[config.mk]
export PLATFORM = sky130hd
export DESIGN_NAME = archive_record_deframer_core_flat
export DESIGN_NICKNAME = d
export VERILOG_FILES = /design/src/rtl/ard_pkg.sv /design/src/rtl/ard_if.sv /design/src/rtl/ard_parser.sv /design/src/rtl/archive_record_deframer_core.sv /design/src/flat_wrapper.sv
export VERILOG_INCLUDE_DIRS = /design/src /design/src/rtl
export SDC_FILE = /design/constraint.sdc
export NUM_CORES = 1
export LEC_CHECK = 0
export BUFFER_PORTS_ARGS = -buffer_cell sky130_fd_sc_hd__buf_4
export CAP_MARGIN = 5
export CORE_ASPECT_RATIO = 1.5
export CORE_UTILIZATION = 35
export CTS_CLUSTER_SIZE = 12
export DETAILED_ROUTE_END_ITERATION = 7
export REMOVE_ABC_BUFFERS = 1
export SYNTH_ARGS = -nofsm -noshare
export SYNTH_HDL_FRONTEND = slang
export SYNTH_SLANG_ARGS = --single-unit
[constraint.sdc]
create_clock -name clk_i -period 4.6 [get_ports clk_i]
set_input_delay 0 -clock clk_i [delete_from_list [all_inputs] [get_ports clk_i]]
set_output_delay 0 -clock clk_i [all_outputs]
set_load 0.005 [all_outputs]
[src/rtl/assert_macros.svh]
// Assertion macros for the deframer RTL, included by the core top level.
`ifndef ASSERT_MACROS_SVH
`define ASSERT_MACROS_SVH

// Checks a property on every rising clock edge while reset is released.
`define ARD_ASSERT(name, clk, rst_n, prop) \
  name: assert property (@(posedge clk) disable iff (!rst_n) prop) \
    else $error("Deframer assertion failed.");

// Checks that a condition never holds while reset is released.
`define ARD_ASSERT_NEVER(name, clk, rst_n, cond) \
  `ARD_ASSERT(name, clk, rst_n, !(cond))

`endif

[src/rtl/ard_pkg.sv]
// Package with the shared types and defaults of the archive record deframer.
`default_nettype none

package ard_pkg;

  localparam int HeaderBytesDef = 13;
  localparam int SizeBitsDef    = 32;
  localparam int FileSizeW      = 32;
  localparam int VersionW       = 16;

  typedef enum logic [3:0] {
    KindHeader   = 4'd0,
    KindVersion  = 4'd1,
    KindMetaLen  = 4'd2,
    KindMetaText = 4'd3,
    KindRecType  = 4'd4,
    KindNameLen  = 4'd5,
    KindName     = 4'd6,
    KindSize     = 4'd7,
    KindData     = 4'd8,
    KindMarkLen  = 4'd9,
    KindMark     = 4'd10,
    KindUnknown  = 4'd11,
    KindIgnored  = 4'd12
  } byte_kind_e;

  typedef struct packed {
    byte_kind_e             byte_kind;
    logic [7:0]             byte_value;
    logic [2:0]             meta_index;
    logic                   item_last;
    logic [FileSizeW-1:0]   file_size;
    logic                   size_overflow;
    logic [VersionW-1:0]    version;
  } ard_result_t;

endpackage

`default_nettype wire

[src/rtl/ard_if.sv]
// Handshake interfaces for the deframer byte input and tagged result output.
`default_nettype none

interface ard_in_if;
  logic       valid;
  logic       ready;
  logic [7:0] data_byte;
  logic       stream_start;

  modport source (output valid, output data_byte, output stream_start, input ready);
  modport sink (input valid, input data_byte, input stream_start, output ready);
endinterface

interface ard_out_if;
  logic        valid;
  logic        ready;
  logic [3:0]  byte_kind;
  logic [7:0]  byte_value;
  logic [2:0]  meta_index;
  logic        item_last;
  logic [31:0] file_size;
  logic        size_overflow;
  logic [15:0] version;

  modport source (
    output valid, output byte_kind, output byte_value, output meta_index,
    output item_last, output file_size, output size_overflow, output version,
    input ready
  );
  modport sink (
    input valid, input byte_kind, input byte_value, input meta_index,
    input item_last, input file_size, input size_overflow, input version,
    output ready
  );
endinterface

`default_nettype wire

[src/rtl/ard_parser.sv]
// Phase machine and counters that classify one archive byte per step.
`default_nettype none

module ard_parser import ard_pkg::*; #(
  parameter int HEADER_BYTES = HeaderBytesDef,
  parameter int SIZE_BITS    = SizeBitsDef
) (
  input  wire logic        clk_i,
  input  wire logic        rst_ni,
  input  wire logic        step_i,
  input  wire logic [7:0]  data_byte_i,
  input  wire logic        stream_start_i,
  output ard_result_t      result_o
);

  localparam int AccW = (SIZE_BITS >= FileSizeW) ? FileSizeW : SIZE_BITS;
  localparam int HdrW = (HEADER_BYTES < 2) ? 1 : $clog2(HEADER_BYTES + 1);
  localparam logic [HdrW-1:0] HdrLimit = HdrW'(HEADER_BYTES);
  localparam logic [2:0] MetaStrings = 3'd7;

  localparam logic [3:0] PhHeader  = 4'd0;
  localparam logic [3:0] PhVerHi   = 4'd1;
  localparam logic [3:0] PhVerLo   = 4'd2;
  localparam logic [3:0] PhMetaLen = 4'd3;
  localparam logic [3:0] PhMetaTxt = 4'd4;
  localparam logic [3:0] PhRecType = 4'd5;
  localparam logic [3:0] PhNameLen = 4'd6;
  localparam logic [3:0] PhName    = 4'd7;
  localparam logic [3:0] PhSize    = 4'd8;
  localparam logic [3:0] PhData    = 4'd9;
  localparam logic [3:0] PhMarkLen = 4'd10;
  localparam logic [3:0] PhMark    = 4'd11;
  localparam logic [3:0] PhIgnored = 4'd12;

  logic [3:0]          phase_q, phase_d, phase_s;
  logic [AccW-1:0]     left_q, left_d, left_s, left_dec;
  logic [AccW-1:0]     acc_q, acc_d, acc_s;
  logic [HdrW-1:0]     hdr_q, hdr_d, hdr_s, hdr_inc;
  logic [VersionW-1:0] ver_q, ver_d, ver_s;
  logic [2:0]          meta_q, meta_d, meta_s, meta_inc;
  logic                ovf_q, ovf_d, ovf_s;
  logic [7:0]          b;

  assign b        = data_byte_i;
  assign left_dec = left_s - AccW'(1);
  assign hdr_inc  = hdr_s + HdrW'(1);
  assign meta_inc = meta_s + 3'd1;

  always_comb begin
    logic [3:0] ph_raw;
    ph_raw = stream_start_i ? PhHeader : phase_q;
    left_s = stream_start_i ? '0 : left_q;
    acc_s  = stream_start_i ? '0 : acc_q;
    hdr_s  = stream_start_i ? '0 : hdr_q;
    ver_s  = stream_start_i ? '0 : ver_q;
    meta_s = stream_start_i ? '0 : meta_q;
    ovf_s  = stream_start_i ? 1'b0 : ovf_q;
    phase_s = ((ph_raw == PhHeader) && (hdr_s >= HdrLimit)) ? PhVerHi : ph_raw;
  end

  always_comb begin
    phase_d = phase_s;
    left_d  = left_s;
    acc_d   = acc_s;
    hdr_d   = hdr_s;
    ver_d   = ver_s;
    meta_d  = meta_s;
    ovf_d   = ovf_s;

    result_o               = '0;
    result_o.byte_kind     = KindIgnored;
    result_o.byte_value    = b;

    unique case (phase_s)
      PhHeader: begin
        result_o.byte_kind = KindHeader;
        hdr_d = hdr_inc;
        if (hdr_inc >= HdrLimit) begin
          phase_d = PhVerHi;
        end
      end
      PhVerHi: begin
        result_o.byte_kind = KindVersion;
        ver_d   = {b, 8'h00};
        phase_d = PhVerLo;
      end
      PhVerLo: begin
        result_o.byte_kind = KindVersion;
        ver_d = {ver_s[15:8], b};
        if ({ver_s[15:8], b} == 16'd1) begin
          phase_d = PhRecType;
        end else if ({ver_s[15:8], b} == 16'd2) begin
          meta_d  = '0;
          phase_d = PhMetaLen;
        end else begin
          phase_d = PhIgnored;
        end
      end
      PhMetaLen: begin
        result_o.byte_kind  = KindMetaLen;
        result_o.meta_index = meta_s;
        left_d = AccW'(b);
        if (b == 8'h00) begin
          meta_d  = meta_inc;
          phase_d = (meta_inc == MetaStrings) ? PhRecType : PhMetaLen;
        end else begin
          phase_d = PhMetaTxt;
        end
      end
      PhMetaTxt: begin
        result_o.byte_kind  = KindMetaText;
        result_o.meta_index = meta_s;
        left_d = left_dec;
        if (left_dec == '0) begin
          result_o.item_last = 1'b1;
          meta_d  = meta_inc;
          phase_d = (meta_inc == MetaStrings) ? PhRecType : PhMetaLen;
        end
      end
      PhRecType: begin
        if (b == 8'h00) begin
          result_o.byte_kind = KindRecType;
          phase_d = PhNameLen;
        end else if (b == 8'hFF) begin
          result_o.byte_kind = KindRecType;
          phase_d = PhMarkLen;
        end else begin
          result_o.byte_kind = KindUnknown;
        end
      end
      PhNameLen: begin
        result_o.byte_kind = KindNameLen;
        left_d  = AccW'(b);
        acc_d   = '0;
        ovf_d   = 1'b0;
        phase_d = (b == 8'h00) ? PhSize : PhName;
      end
      PhName: begin
        result_o.byte_kind = KindName;
        left_d = left_dec;
        if (left_dec == '0) begin
          result_o.item_last = 1'b1;
          phase_d = PhSize;
        end
      end
      PhSize: begin
        result_o.byte_kind = KindSize;
        if (ovf_s || (acc_s[AccW-1 -: 7] != 7'd0)) begin
          ovf_d = 1'b1;
          acc_d = '1;
        end else begin
          acc_d = {acc_s[AccW-8:0], b[6:0]};
        end
        result_o.file_size     = FileSizeW'(acc_d);
        result_o.size_overflow = ovf_d;
        if (!b[7]) begin
          result_o.item_last = 1'b1;
          left_d  = acc_d;
          phase_d = (acc_d == '0) ? PhRecType : PhData;
        end
      end
      PhData: begin
        result_o.byte_kind = KindData;
        left_d = left_dec;
        if (left_dec == '0) begin
          result_o.item_last = 1'b1;
          phase_d = PhRecType;
        end
      end
      PhMarkLen: begin
        result_o.byte_kind = KindMarkLen;
        left_d  = AccW'(b);
        phase_d = (b == 8'h00) ? PhRecType : PhMark;
      end
      PhMark: begin
        result_o.byte_kind = KindMark;
        left_d = left_dec;
        if (left_dec == '0) begin
          result_o.item_last = 1'b1;
          phase_d = PhRecType;
        end
      end
      default: begin
        result_o.byte_kind = KindIgnored;
      end
    endcase

    result_o.version = ver_d;
  end

  always_ff @(posedge clk_i or negedge rst_ni) begin
    if (!rst_ni) begin
      phase_q <= PhHeader;
      left_q  <= '0;
      acc_q   <= '0;
      hdr_q   <= '0;
      ver_q   <= '0;
      meta_q  <= '0;
      ovf_q   <= 1'b0;
    end else if (step_i) begin
      phase_q <= phase_d;
      left_q  <= left_d;
      acc_q   <= acc_d;
      hdr_q   <= hdr_d;
      ver_q   <= ver_d;
      meta_q  <= meta_d;
      ovf_q   <= ovf_d;
    end
  end

endmodule

`default_nettype wire

[src/rtl/archive_record_deframer_core.sv]
// Top level of the archive record deframer: handshake and result register.
// The deframer accepts one archive byte per clock cycle while in_i.ready is high and returns
// exactly one tagged result transaction for each byte, in the cycle after acceptance. The phase
// machine and its counters update in the accepting cycle, so throughput is one byte per cycle
// whenever the sink takes results; the single output register sets that figure, and input ready
// follows the output register being empty or being drained in the same cycle. A byte with
// stream_start set restarts the parser as if from reset before it is classified.
`default_nettype none

`include "assert_macros.svh"

module archive_record_deframer_core import ard_pkg::*; #(
  parameter int HEADER_BYTES = HeaderBytesDef,
  parameter int SIZE_BITS    = SizeBitsDef
) (
  input  wire logic  clk_i,
  input  wire logic  rst_ni,
  ard_in_if.sink     in_i,
  ard_out_if.source  out_o
);

  logic        accept;
  logic        out_valid_q, out_valid_d;
  ard_result_t result;
  ard_result_t result_q;

  assign in_i.ready  = !out_valid_q || out_o.ready;
  assign accept      = in_i.valid && in_i.ready;
  assign out_valid_d = accept || (out_valid_q && !out_o.ready);

  ard_parser #(
    .HEADER_BYTES (HEADER_BYTES),
    .SIZE_BITS    (SIZE_BITS)
  ) u_parser (
    .clk_i          (clk_i),
    .rst_ni         (rst_ni),
    .step_i         (accept),
    .data_byte_i    (in_i.data_byte),
    .stream_start_i (in_i.stream_start),
    .result_o       (result)
  );

  always_ff @(posedge clk_i or negedge rst_ni) begin
    if (!rst_ni) begin
      out_valid_q <= 1'b0;
    end else begin
      out_valid_q <= out_valid_d;
    end
  end

  always_ff @(posedge clk_i) begin
    if (accept) begin
      result_q <= result;
    end
  end

  assign out_o.valid         = out_valid_q;
  assign out_o.byte_kind     = result_q.byte_kind;
  assign out_o.byte_value    = result_q.byte_value;
  assign out_o.meta_index    = result_q.meta_index;
  assign out_o.item_last     = result_q.item_last;
  assign out_o.file_size     = result_q.file_size;
  assign out_o.size_overflow = result_q.size_overflow;
  assign out_o.version       = result_q.version;

  `ARD_ASSERT(a_accept_gives_result, clk_i, rst_ni, accept |=> out_o.valid)
  `ARD_ASSERT(a_ready_when_empty, clk_i, rst_ni, !out_valid_q |-> in_i.ready)
  `ARD_ASSERT_NEVER(a_overflow_only_on_size, clk_i, rst_ni,
    out_o.valid && out_o.size_overflow && (out_o.byte_kind != KindSize))
  `ARD_ASSERT_NEVER(a_size_only_on_size, clk_i, rst_ni,
    out_o.valid && (out_o.file_size != '0) && (out_o.byte_kind != KindSize))
  `ARD_ASSERT_NEVER(a_meta_index_only_on_meta, clk_i, rst_ni,
    out_o.valid && (out_o.meta_index != 3'd0) && (out_o.byte_kind != KindMetaLen)
    && (out_o.byte_kind != KindMetaText))

endmodule

`default_nettype wire

[src/flat_wrapper.sv]
// flat-port wrapper written by rule: the top's interface ports become plain ports
module archive_record_deframer_core_flat import ard_pkg::*;
#(
  parameter int HEADER_BYTES = HeaderBytesDef,
  parameter int SIZE_BITS    = SizeBitsDef
)
  (clk_i, rst_ni, in_i_valid, in_i_data_byte, in_i_stream_start, in_i_ready, out_o_valid, out_o_byte_kind, out_o_byte_value, out_o_meta_index, out_o_item_last, out_o_file_size, out_o_size_overflow, out_o_version, out_o_ready);
  ard_in_if in_i_i ();
  ard_out_if out_o_i ();
  input  wire logic clk_i;
  input  wire logic rst_ni;
  input wire logic [$bits(in_i_i.valid)-1:0] in_i_valid;
  input wire logic [$bits(in_i_i.data_byte)-1:0] in_i_data_byte;
  input wire logic [$bits(in_i_i.stream_start)-1:0] in_i_stream_start;
  output wire logic [$bits(in_i_i.ready)-1:0] in_i_ready;
  output wire logic [$bits(out_o_i.valid)-1:0] out_o_valid;
  output wire logic [$bits(out_o_i.byte_kind)-1:0] out_o_byte_kind;
  output wire logic [$bits(out_o_i.byte_value)-1:0] out_o_byte_value;
  output wire logic [$bits(out_o_i.meta_index)-1:0] out_o_meta_index;
  output wire logic [$bits(out_o_i.item_last)-1:0] out_o_item_last;
  output wire logic [$bits(out_o_i.file_size)-1:0] out_o_file_size;
  output wire logic [$bits(out_o_i.size_overflow)-1:0] out_o_size_overflow;
  output wire logic [$bits(out_o_i.version)-1:0] out_o_version;
  input wire logic [$bits(out_o_i.ready)-1:0] out_o_ready;
  assign in_i_i.valid = in_i_valid;
  assign in_i_i.data_byte = in_i_data_byte;
  assign in_i_i.stream_start = in_i_stream_start;
  assign in_i_ready = in_i_i.ready;
  assign out_o_valid = out_o_i.valid;
  assign out_o_byte_kind = out_o_i.byte_kind;
  assign out_o_byte_value = out_o_i.byte_value;
  assign out_o_meta_index = out_o_i.meta_index;
  assign out_o_item_last = out_o_i.item_last;
  assign out_o_file_size = out_o_i.file_size;
  assign out_o_size_overflow = out_o_i.size_overflow;
  assign out_o_version = out_o_i.version;
  assign out_o_i.ready = out_o_ready;
  archive_record_deframer_core #(.HEADER_BYTES(HEADER_BYTES), .SIZE_BITS(SIZE_BITS)) u_core (.clk_i(clk_i), .rst_ni(rst_ni), .in_i(in_i_i), .out_o(out_o_i));
endmodule
==> reports/metrics.csv, run 1 <==
stage,metric,value,unit
sta,post-route setup TNS,0,ps
grt,global-route wire length before repair,46.1,mm
synth,number of synthesized flops with an enable pin,65,
synth,post-synth top area cell,dfrtp_1,
sta,fmax,276,MHz
sta,count of final setup violators,0,
worst_hold_path,worst hold path class,in -> reg,
worst_hold_path,Hold EP,u_core.out_o.version[15]$_DFFE_PP_,
sta,Worst-Margin Slew,1110,ps
critical_path,CP dominant cell by count,or4_1,
sta,Setup Skew,11.8,ps
synth,Synth cell types,73,
worst_hold_path,HP Start,in_i_data_byte[7],
power,PD cells,565,mW/mm2
sta,unrepaired setup endpoints after global routing,false,
critical_path,Crit path max-delay family,simple AND/OR/NAND/NOR gates,
place,port buffer count,79,
layout,Util after Layout,42.3,%
clocking,clock root buffer master,clkbuf_16,
layout,Antenna Cells,0,
place,RePlAce Congestion,0.959,
critical_path,FF-to-FF End,u_core.u_parser.meta_q[1]$_DFFE_PN0P_,
clocking,Post-CTS Resized,0,
critical_path,reg2reg path depth,11,
synth,syn_area_per_cell,9.18,um2
layout,fin nets,1062,
sta,min cycle time layout,3620,ps
synth,top-area cell type share of the netlist area,25.7,%
layout,post-route cell area,0.0107,mm2
synth,asr flop ratio synth,58.9,%
die,die height,199,um
synth,Post-Synthesis Cells,988,
die,num rows,71,
clocking,Max Root-Sink Buffers,2,
routing,initial drt markers,535,
power,Leak,4.48,nW
critical_path,Crit. End Element,flip-flop,
layout,FF+latch area,0.00428,mm2
synth,"flops & latches, synth",158,
synth,Syn. warnings,0,
synth,Synth area leaders,"dfrtp_1 (26%), edfxtp_1 (22%), o21ai_0 (5.9%)",
routing,Total Wirelength,29.2,mm
die,die extent in x,133,um
routing,DRT antenna net count,0,
layout,synthesis-to-layout area growth,17.8,%
critical_path,startpoint types,flip-flop,
sta,Tcrit/Tclk final,78.8,%
grt,Total GRT Usage,22.9,%
sta,Hold Fails Final Rpt,0,
critical_path,required time of the critical path,4970,ps
critical_path,Worst path slowest cell,or4_1,
die,I/O pin count,80,
clocking,CTS tree,done,
clocking,CTS Sinks,158,
layout,# fillers,2560,
routing,Routed WL per cell,21.1,um
critical_path,Setup CP Type,reg -> reg,
synth,sequential fraction of the synthesis area,47.2,%
clocking,Clock transition at path regs,70,ps
die,die area,0.0266,mm2
routing,1st-pass router iterations,5,
run_status,status,"finished, final reports clean",
layout,layout cells sized above 1,16.1,%
place,Placed Instance Area,0.00998,mm2
layout,multi-input logic area,0.00446,mm2
clocking,TritonCTS Buffers,17,
synth,Mapped Area,0.00907,mm2
grt,vias in the first global route,7951,
critical_path,flop2flop setup slack,980,ps
sta,Final Slew Violations,0,
critical_path,Max stage delay on crit path,570,ps
routing,total number of vias,8065,
clocking,H-tree levels,4,
die,initial cell density of the core,35.9,%
clocking,post-CTS setup buffer count,0,
synth,Synth Flop Type,dfrtp_1,
critical_path,reg2reg start,u_core.u_parser.left_q[0]$_DFFE_PN0P_,
layout,Final Non-Filler Cells,1383,
critical_path,Worst EP arrival,3990,ps
critical_path,"Max FO, Critical Path",8,
sta,Slew HR,25.9,%
run,max-cap violation count,0,
grt,initial antenna violation count,0,
power,maximum VDD drop,0.359,mV
critical_path,CP Launch Point,u_core.u_parser.left_q[0]$_DFFE_PN0P_,
grt,overflow left after global routing,0,
die,Core Footprint,0.0252,mm2
critical_path,Buf/Inv on CP,0,
place,placed cells,1341,
place,DP HPWL,20.2,mm
routing,Vias/cell,5.83,
worst_hold_path,cell depth of the worst hold path,3,
routing,# DRC,0,
critical_path,crit-path cells,nand2_1 -> ha_1 -> and2_0 -> nor2_1 -> or4_1 -> and3_1 -> nand4_1 -> nor4_1 -> nand4b_1 -> or4_1 -> nand3_1,
clocking,Worst-Skew Late Latency,440,ps
grt,largest net degree at the start of global routing,70,
cells by family (layout without fill, tap and decap cells):
| kind of cell | after synthesis | after routing | share of synthesized area (%) |
|---|---|---|---|
| flops | 158 | 158 | 47.2 |
| xor+xnor | 15 | 15 | 1.45 |
| fa+ha+maj | 7 | 7 | 0.966 |
| simple gates | 387 | 387 | 21.9 |
| compound gates | 293 | 293 | 20.4 |
| mux | 35 | 35 | 4.04 |
| buf+inv | 93 | 160 | 3.97 |
cells in the final DEF, fill, tap and decap left out, types with 10 or more instances in the layout:
| cell | n |
|---|---|
| xnor2_1 | 10 |
| o21ai_0 | 107 |
| a21oi_1 | 59 |
| and2_1 | 18 |
| a22o_1 | 34 |
| edfxtp_1 | 65 |
| nand4_1 | 10 |
| nor2_1 | 83 |
| inv_1 | 14 |
| a21o_1 | 21 |
| dfrtp_1 | 93 |
| dlygate4sd3_1 | 10 |
| nor4_1 | 26 |
| mux2i_1 | 25 |
| buf_4 | 102 |
| nand3_1 | 24 |
| clkbuf_16 | 17 |
| nand2_1 | 130 |
| nor3_1 | 31 |
where the power goes:
| group | internal, mW | switching, mW |
|---|---|---|
| combinational | 0.947 | 1.55 |
| clock | 0.852 | 0.630 |
| sequential | 1.68 | 0.366 |
what timing repair did:
item / in CTS / in global routing
hold endpoints to repair: 77 / 0
setup endpoints to repair: 0 / 0
hold buffers: 10 / 0
per-layer routing:
metal / part of all wire (%) / vias to the layer above / GRT usage [%]
met3: 3.9 / 74 / 3.65
met4: 5.1 / 0 / 13.5
met5: 0 / - / 0
met2: 50 / 245 / 39.3
li1: - / 3766 / -
met1: 41 / 3980 / 26.8
registers in the layout, indices dropped and copies added (netlist names):
name and count:
u_core.u_parser.hdr_q 4, u_core.u_parser.ver_q 16, u_core.u_parser.left_q 32, u_core.out_o.size_overflow 1, u_core.out_o.version 16, u_core.u_parser.ovf_q 1
u_core.out_o.valid 1, u_core.out_o.byte_value 8, u_core.out_o.meta_index 3, u_core.out_o.file_size 32, u_core.u_parser.phase_q 4, u_core.u_parser.meta_q 3
u_core.out_o.byte_kind 4, u_core.out_o.item_last 1, u_core.u_parser.acc_q 32
metrics by stage:
stage	setup slack [ps]	total power, mW	hold WS, ps
3_3_place_gp	1050	4.54	67.1
5_1_grt	747	6.37	131
6_report	977	6.03	113
4_1_cts	1010	6.02	89.3
2_1_floorplan	-1590	3.69	-296
3_5_place_dp	1030	4.53	71.0
tightest hold or removal path: cells and delay by family:
kind                   cells  cell delay (ps)
buffers and inverters      1              230
AO/OA/AOI/OAI              1              110
AND/OR/NAND/NOR            1               70
how the worst max path moves through the flow:
stage / end / slack, ps / cells after the start
final: u_core.u_parser.meta_q[1]$_DFFE_PN0P_ / 980 / 11
after global routing: u_core.u_parser.meta_q[1]$_DFFE_PN0P_ / 750 / 11
after CTS: u_core.u_parser.meta_q[1]$_DFFE_PN0P_ / 1010 / 11
after detailed placement: u_core.u_parser.meta_q[1]$_DFFE_PN0P_ / 1030 / 11
after global placement: u_core.u_parser.meta_q[1]$_DFFE_PN0P_ / 1050 / 11
after floorplan: u_core.u_parser.acc_q[10]$_DFFE_PN0P_ / -1590 / 4
final cells by class:
type | instances | share of cell area (%)
flip-flops and latches | 158 | 40.1
multi-input cells | 737 | 41.7
well taps | 328 | 3.84
clock buffers | 22 | 4.44
repair buffers | 112 | 8.11
inverters | 16 | 0.586
clock inverters | 10 | 1.21
synth_stat cells, drive strengths merged (3+ instances only):
master / n
nand2: 130
o21ai: 111
dfrtp: 93
nor2: 84
clkbuf: 65
edfxtp: 65
a21oi: 61
a22o: 34
nor4: 34
nor3: 32
mux2i: 25
nand3: 25
a21o: 21
and2: 20
inv: 15
buf: 12
nand4: 11
mux2: 10
xnor2: 10
a22oi: 9
nor2b: 8
or3: 8
ha: 7
o211ai: 7
or4: 7
and3: 6
nand2b: 6
a221oi: 5
a31oi: 5
o21a: 5
o22ai: 5
xor2: 5
a32oi: 4
nand3b: 4
nand4b: 4
o31ai: 4
a222oi: 3
nor3b: 3
nor4b: 3
o32ai: 3
Note: power is estimated with default switching activity, not from simulation.
==> run 2, diff against run 1 <==
--- a/config.mk
+++ b/config.mk
@@ -6,6 +6,7 @@
 export SDC_FILE = /design/constraint.sdc
 export NUM_CORES = 1
 export LEC_CHECK = 0
+export ABC_AREA = 1
 export BUFFER_PORTS_ARGS = -buffer_cell sky130_fd_sc_hd__buf_4
 export CAP_MARGIN = 5
 export CORE_ASPECT_RATIO = 1.5
==> constraint.sdc (replaced) <==
create_clock -name clk_i -period 3.2 [get_ports clk_i]
set_input_delay 0 -clock clk_i [delete_from_list [all_inputs] [get_ports clk_i]]
set_output_delay 0 -clock clk_i [all_outputs]
set_load 0.005 [all_outputs]
==> reports/metrics.csv, run 2 <==
stage,metric,value,unit,change
clocking,Worst-Skew Late Latency,450,ps,about the same
routing,1st-pass router iterations,8,,+3
critical_path,Setup CP Type,reg -> reg,,
synth,Syn. warnings,0,,unchanged
synth,syn_area_per_cell,7.00,um2,-24%
clocking,H-tree levels,4,,unchanged
layout,layout cells sized above 1,11.9,%,-4.2 points
routing,Total Wirelength,34.6,mm,+18%
grt,largest net degree at the start of global routing,69,,-1.4%
grt,vias in the first global route,9531,,+20%
synth,post-synth top area cell,dfrtp_1,,
sta,Final Slew Violations,0,,unchanged
sta,final worst slack,274,ps,-702 ps
synth,number of synthesized flops with an enable pin,65,,unchanged
place,port buffer count,79,,unchanged
synth,most common cell in the netlist,nand2_1,,
synth,asr flop ratio synth,58.9,%,unchanged
layout,Antenna Cells,0,,unchanged
layout,post-route cell area,0.0116,mm2,+8.3%
sta,count of final setup violators,0,,unchanged
power,PD cells,931,mW/mm2,+65%
synth,"flops & latches, synth",158,,unchanged
synth,"top cells by count, synth","nand2_1 (423), nor2_1 (195), inv_1 (141)",,
routing,DRT antenna net count,0,,unchanged
synth,Post-Synthesis Cells,1409,,+43%
synth,Synth area leaders,"dfrtp_1 (24%), edfxtp_1 (20%), nand2_1 (16%)",,
die,num rows,74,,+4.2%
routing,Vias/cell,5.33,,-8.6%
die,die area,0.0289,mm2,+8.7%
run_status,failing checks,DRC,,
layout,synthesis-to-layout area growth,17.2,%,
place,Place WS,101,ps,-926 ps
critical_path,Worst EP arrival,3270,ps,-720 ps
die,initial cell density of the core,35.9,%,-0.072 points
clocking,CTS tree,done,,
routing,total number of vias,9805,,+22%
routing,# DRC,7,,+7
critical_path,Crit. End Element,flip-flop,,
sta,Worst-Margin Slew,736,ps,-375 ps
die,I/O pin count,80,,unchanged
power,maximum VDD drop,0.553,mV,+54%
clocking,Clock transition at path regs,70,ps,about the same
sta,unrepaired setup endpoints after global routing,false,,
critical_path,required time of the critical path,3540,ps,-1430 ps
synth,top-area cell type share of the netlist area,23.6,%,-2.1 points
critical_path,flop2flop setup slack,270,ps,-700 ps
sta,Tcrit/Tclk final,91.4,%,+13 points
place,DP HPWL,25.1,mm,+24%
layout,"commonest non-fill, non-tap cells in the layout","nand2_1 (422), nor2_1 (194), inv_1 (140)",,
sta,Hold Fails Final Rpt,0,,unchanged
synth,Mapped Area,0.00986,mm2,+8.8%
critical_path,Crit path max-delay family,simple AND/OR/NAND/NOR gates,,
worst_hold_path,worst hold path class,in -> async,,
routing,Routed WL per cell,18.8,um,-11%
die,die height,208,um,+4.3%
layout,"leading cell type in the layout, fill and taps excluded",nand2_1,,
critical_path,Worst path slowest cell,dfrtp_1,,
critical_path,"Max FO, Critical Path",6,,-2
sta,min cycle time layout,2930,ps,-698 ps
sta,fmax,342,MHz,+24%
clocking,TritonCTS Buffers,17,,unchanged
run,max-cap violation count,0,,unchanged
die,die extent in x,139,um,+4.2%
grt,Total GRT Usage,24.7,%,+1.9 points
grt,overflow left after global routing,0,,unchanged
critical_path,Max stage delay on crit path,400,ps,-170 ps
clocking,clock root buffer master,clkbuf_16,,
place,Placed Instance Area,0.0108,mm2,+8.4%
layout,fin nets,1504,,+42%
clocking,Max Root-Sink Buffers,2,,unchanged
critical_path,startpoint types,flip-flop,,
critical_path,Buf/Inv on CP,0,,unchanged
synth,Synth Flop Type,dfrtp_1,,
critical_path,crit-path cells,nand2_1 -> ha_1 -> nand3_1 -> nor2_2 -> nand3b_1 -> nand2_1 -> nand2_1 -> nor2_1 -> nand3_1 -> nor2_1 -> nand2_1 -> a21oi_1 -> nand2_1 -> nand2_1 -> nand2_1,,
place,RePlAce Congestion,0.970,,+1.2%
synth,sequential fraction of the synthesis area,43.4,%,-3.8 points
grt,global-route wire length before repair,53.7,mm,+17%
sta,Slew HR,50.9,%,+25 points
die,Core Footprint,0.0275,mm2,+9.0%
clocking,CTS Sinks,158,,unchanged
routing,initial drt markers,955,,+79%
layout,Util after Layout,42.0,%,-0.29 points
sta,Setup Skew,14.2,ps,+2.44 ps
grt,initial antenna violation count,0,,unchanged
power,Leak,5.83,nW,+30%
run_status,status,finished with violations,,
critical_path,CP dominant cell by count,nand2_1,,
synth,Synth cell types,42,,-42%
run 2: repair_timing:
item                                    4_1_cts  5_1_grt
hold endpoints to repair                     60        0
hold buffers                                 10        0
gates resized for setup                       0        1
endpoints found under the setup margin        0       19
setup buffers                                 0        4
run 2: worst reg2reg max path, stage by stage, from the launching register on:
cell	delay, ps
dfrtp_1	400
nand2_1	190
ha_1	250
nand3_1	250
nor2_2	310
nand3b_1	120
nand2_1	220
nand2_1	80
nor2_1	110
nand3_1	150
nor2_1	210
nand2_1	200
a21oi_1	180
nand2_1	70
nand2_1	60
nand2_1	40
run 2: path summary, 6_finish.rpt:
path | start | endpoint | depth (start not counted)
hold / removal | rst_ni | u_core.out_o.valid$_DFF_PN0_ | 2
hold reg to reg | u_core.u_parser.acc_q[21]$_DFFE_PN0P_ | u_core.u_parser.acc_q[21]$_DFFE_PN0P_ | 2
max in group asynchronous | rst_ni | u_core.u_parser.meta_q[0]$_DFFE_PN0P_ | 3
min in group clk_i | in_i_stream_start | u_core.u_parser.phase_q[3]$_DFFE_PN0P_ | 6
setup reg to reg | u_core.u_parser.left_q[1]$_DFFE_PN0P_ | u_core.u_parser.phase_q[0]$_DFFE_PN0P_ | 15
setup / recovery | u_core.u_parser.left_q[1]$_DFFE_PN0P_ | u_core.u_parser.phase_q[0]$_DFFE_PN0P_ | 15
run 2: cells by family (layout without fill, tap and decap cells):
kind of cell,Yosys count,after routing,share of synthesized area [%]
buf+inv,209,297,8.35
simple gates,757,757,31.6
flops,158,158,43.4
compound gates,272,272,15.3
xor+xnor,6,6,0.533
fa+ha+maj,7,7,0.888
run 2: cell type report:
cell class                      instances  area [um2]
Clock buffer                           20         437
Clock inverter                         12         161
Fill cell                            2871       15900
Inverter                              150         566
Multi-Input combinational cell       1042        4760
Sequential cell                       158        4280
Tap cell                              342         428
Timing Repair Buffer                  115         926
run 2: stage by stage:
step	power (mW)	hold WS (ps)	std cells	TNS (ps)
after CTS	10.7	131	1835	0
final	10.8	148	1839	0
after global routing	11.6	172	1839	0
after global placement	8.48	82.0	1793	0
after floorplan	6.57	-296	1350	-210740
after detailed placement	8.50	94.8	1793	0
run 2: power by group:
part / total [mW] / switching (mW) / internal, mW
combinational: 5.76 / 4.09 / 1.67
sequential: 2.88 / 0.299 / 2.58
clock: 2.12 / 0.885 / 1.24
total: 10.8 / 5.28 / 5.49
run 2: per-layer routing:
layer / up-vias / GRT usage [%] / share of wire, %
met2: 321 / 44.0 / 51
met3: 90 / 3.99 / 4.5
met1: 4635 / 27.1 / 38
li1: 4759 / - / -
met4: 0 / 16.0 / 6.0
met5: - / 0 / 0
==> run 3, diff against run 2 <==
--- a/config.mk
+++ b/config.mk
@@ -10,10 +10,12 @@
 export BUFFER_PORTS_ARGS = -buffer_cell sky130_fd_sc_hd__buf_4
 export CAP_MARGIN = 5
 export CORE_ASPECT_RATIO = 1.5
-export CORE_UTILIZATION = 35
+export CORE_UTILIZATION = 55
 export CTS_CLUSTER_SIZE = 12
 export DETAILED_ROUTE_END_ITERATION = 7
+export PLACE_DENSITY_LB_ADDON = 0.2
 export REMOVE_ABC_BUFFERS = 1
 export SYNTH_ARGS = -nofsm -noshare
 export SYNTH_HDL_FRONTEND = slang
+export SYNTH_HIERARCHICAL = 1
 export SYNTH_SLANG_ARGS = --single-unit
==> reports/metrics.csv, run 3 <==
stage,metric,value,unit,change
run_status,status,"finished, final reports clean",,
die,die extent in x,112,um,-19%
critical_path,Worst path slowest cell,buf_4,,
critical_path,reg2reg path depth,14,,-1
critical_path,reg2reg start,u_core/u_parser/hdr_q[0]$_DFFE_PN0P_,,
worst_hold_path,worst hold path class,in -> reg,,
die,die area,0.0188,mm2,-35%
synth,Synth cell types,49,,+17%
critical_path,Setup CP Type,reg -> reg,,
critical_path,"Max FO, Critical Path",26,,+20
sta,final worst slack,495,ps,+221 ps
synth,number of synthesized flops with an enable pin,65,,unchanged
critical_path,CP Launch Point,u_core/u_parser/hdr_q[0]$_DFFE_PN0P_,,
synth,most common cell in the netlist,nand2_1,,
sta,unrepaired setup endpoints after global routing,false,,
die,initial cell density of the core,56.0,%,+20 points
critical_path,CP Capture Point,u_core/u_parser/left_q[1]$_DFFE_PN0P_,,
clocking,Max Root-Sink Buffers,2,,unchanged
clocking,post-CTS setup buffer count,0,,unchanged
layout,fin nets,1458,,-3.1%
routing,Vias/cell,5.87,,+10%
synth,Syn. warnings,6,,+6
grt,largest net degree at the start of global routing,159,,+130%
sta,count of final setup violators,0,,unchanged
clocking,TritonCTS Buffers,17,,unchanged
critical_path,startpoint types,flip-flop,,
critical_path,Buf/Inv on CP,4,,+4
synth,"top cells by count, synth","nand2_1 (409), nor2_1 (158), inv_1 (118)",,
synth,Synth Flop Type,dfrtp_1,,
sta,Slew HR,44.4,%,-6.5 points
routing,total number of vias,9785,,-0.20%
layout,multi-input logic area,0.00488,mm2,+2.4%
power,Leak,5.66,nW,-3.0%
place,Place WS,539,ps,+439 ps
grt,global-route wire length before repair,48.3,mm,-9.9%
critical_path,required time of the critical path,3580,ps,+40 ps
critical_path,Max stage delay on crit path,370,ps,-30 ps
place,port buffer count,79,,unchanged
synth,Post-Synthesis Cells,1376,,-2.3%
routing,1st-pass router iterations,6,,-2
synth,sequential fraction of the synthesis area,42.6,%,-0.82 points
clocking,clock root buffer master,clkbuf_16,,
synth,"flops & latches, synth",158,,unchanged
layout,# fillers,1597,,-44%
sta,Worst-Margin Slew,834,ps,+98.0 ps
critical_path,Crit. End Element,flip-flop,,
place,RePlAce Congestion,1.03,,+5.8%
grt,overflow left after global routing,0,,unchanged
grt,vias in the first global route,9338,,-2.0%
synth,Synth area leaders,"dfrtp_1 (23%), edfxtp_1 (19%), nand2_1 (15%)",,
synth,syn_area_per_cell,7.30,um2,+4.4%
synth,top-area cell type share of the netlist area,23.2,%,-0.44 points
run,max-cap violation count,0,,unchanged
critical_path,CP dominant cell by count,nand2_1,,
place,placed cells,1625,,-9.4%
critical_path,FF-to-FF End,u_core/u_parser/left_q[1]$_DFFE_PN0P_,,
die,num rows,60,,-19%
grt,Total GRT Usage,33.5,%,+8.8 points
critical_path,crit-path cells,inv_1 -> nor2_1 -> ha_1 -> inv_1 -> nand2_1 -> a31oi_4 -> nand2_1 -> inv_1 -> nand2_2 -> buf_4 -> nand3_2 -> o211ai_1 -> nand2_1 -> nand2_1,,
sta,fmax,370,MHz,+8.2%
clocking,Clock transition at path regs,70,ps,about the same
place,DP HPWL,21.5,mm,-14%
layout,"leading cell type in the layout, fill and taps excluded",nand2_1,,
routing,DRT antenna net count,0,,unchanged
layout,Util after Layout,63.9,%,+22 points
routing,Routed WL per cell,18.3,um,-2.7%
grt,initial antenna violation count,0,,unchanged
routing,Total Wirelength,30.5,mm,-12%
routing,initial drt markers,857,,-10%
critical_path,instance count on the critical path,14,,-1
sta,min cycle time layout,2700,ps,-221 ps
layout,Final Non-Filler Cells,1668,,-9.3%
sta,Hold Fails Final Rpt,0,,unchanged
clocking,Worst-Skew Late Latency,440,ps,about the same
sta,Tcrit/Tclk final,84.5,%,-6.9 points
worst_hold_path,HP Start,in_i_stream_start,,
clocking,CTS Sinks,158,,unchanged
layout,"commonest non-fill, non-tap cells in the layout","nand2_1 (409), nor2_1 (158), inv_1 (118)",,
sta,Setup Skew,13.6,ps,-0.564 ps
critical_path,flop2flop setup slack,500,ps,+220 ps
clocking,CTS tree,done,,
layout,layout cells sized above 1,15.1,%,+3.2 points
power,PD cells,985,mW/mm2,+5.8%
power,maximum VDD drop,0.563,mV,+1.7%
clocking,H-tree levels,4,,unchanged
die,Core Footprint,0.0179,mm2,-35%
layout,Antenna Cells,0,,unchanged
layout,synthesis-to-layout area growth,14.1,%,
clocking,Post-CTS Resized,0,,unchanged
die,die height,168,um,-19%
critical_path,Worst EP arrival,3080,ps,-190 ps
synth,post-synth top area cell,dfrtp_1,,
synth,Mapped Area,0.0101,mm2,+1.9%
synth,asr flop ratio synth,58.9,%,unchanged
power,total power,11.3,mW,+5.0%
layout,FF+latch area,0.00428,mm2,unchanged
sta,Final Slew Violations,0,,unchanged
routing,# DRC,0,,-7
die,I/O pin count,80,,unchanged
sta,post-route setup TNS,0,ps,unchanged
critical_path,Crit path max-delay family,simple AND/OR/NAND/NOR gates,,
## run 3: cell types whose count changed in the layout (fill, tap and decap cells not counted), sizes merged, moves of 4 or more
cell	change
nand3	-25
nor2	-25
inv	-17
o21ai	+9
a21oi	+8
o22ai	-7
a31oi	+6
nand2	+6
a41oi	+5
nand4	+4
## run 3: logic make-up after synthesis
| family | synth area share (%) |
|---|---|
| DFF | 42.6 |
| and+or+nand+nor | 31.2 |
| AOI/OAI and AO/OA | 16.0 |
| adders and majority gates | 0.871 |
| xor gates and xnor gates | 0.349 |
| buffers and inverters | 8.98 |
## run 3: worst min-delay path: cells and delay by family
| kind | cells | cell delay (ps) |
|---|---|---|
| AOI/OAI and AO/OA | 1 | 70 |
| and+or+nand+nor | 3 | 230 |
| buffers and inverters | 2 | 250 |
## run 3: stage by stage
| stage | hold WS (ps) | area [um2] |
|---|---|---|
| 4_1_cts | 139 | 11500 |
| 2_1_floorplan | -296 | 9640 |
| 3_3_place_gp | 145 | 10700 |
| 3_5_place_dp | 145 | 10700 |
| 6_report | 144 | 11500 |
| 5_1_grt | 169 | 11500 |
## run 3: where the power goes
part           switching [mW]  internal (mW)
Combinational            4.28           1.89
Sequential              0.371           2.60
Clock                    1.01           1.14
Total                    5.67           5.63
## run 3: what timing repair did
action	in CTS	in global routing
endpoints found under the hold margin	69	0
endpoints found under the setup margin	0	0
hold buffers	11	0
## run 3: worst min path at each step
stage / endpoint / slack, ps / cells past startpoint
2_1_floorplan: u_core/out_o.valid$_DFF_PN0_ / -300 / 0
3_3_place_gp: u_core/u_parser/ver_q[9]$_DFFE_PN0P_ / 140 / 1
3_5_place_dp: u_core/u_parser/ver_q[9]$_DFFE_PN0P_ / 150 / 1
4_1_cts: u_core/u_parser/left_q[0]$_DFFE_PN0P_ / 140 / 6
5_1_grt: u_core/out_o.version[7]$_DFFE_PP_ / 170 / 3
6_report: u_core/u_parser/left_q[0]$_DFFE_PN0P_ / 140 / 6
## run 3: cell type report
type | count | area share (%)
timing repair buffer | 113 | 7.96
inverter | 129 | 4.25
sequential | 158 | 37.3
tap | 217 | 2.37
clock buffer | 17 | 3.71
clock inverter | 15 | 1.83
multi-input combinational | 1019 | 42.6
## run 3: per-layer routing
layer	track usage (%)	vias to the layer above	wire length [um]
li1	-	4655	-
met1	39.3	4562	11500
met2	56.9	460	15200
met3	4.56	108	1810
met4	22.8	0	1930
met5	0	-	0
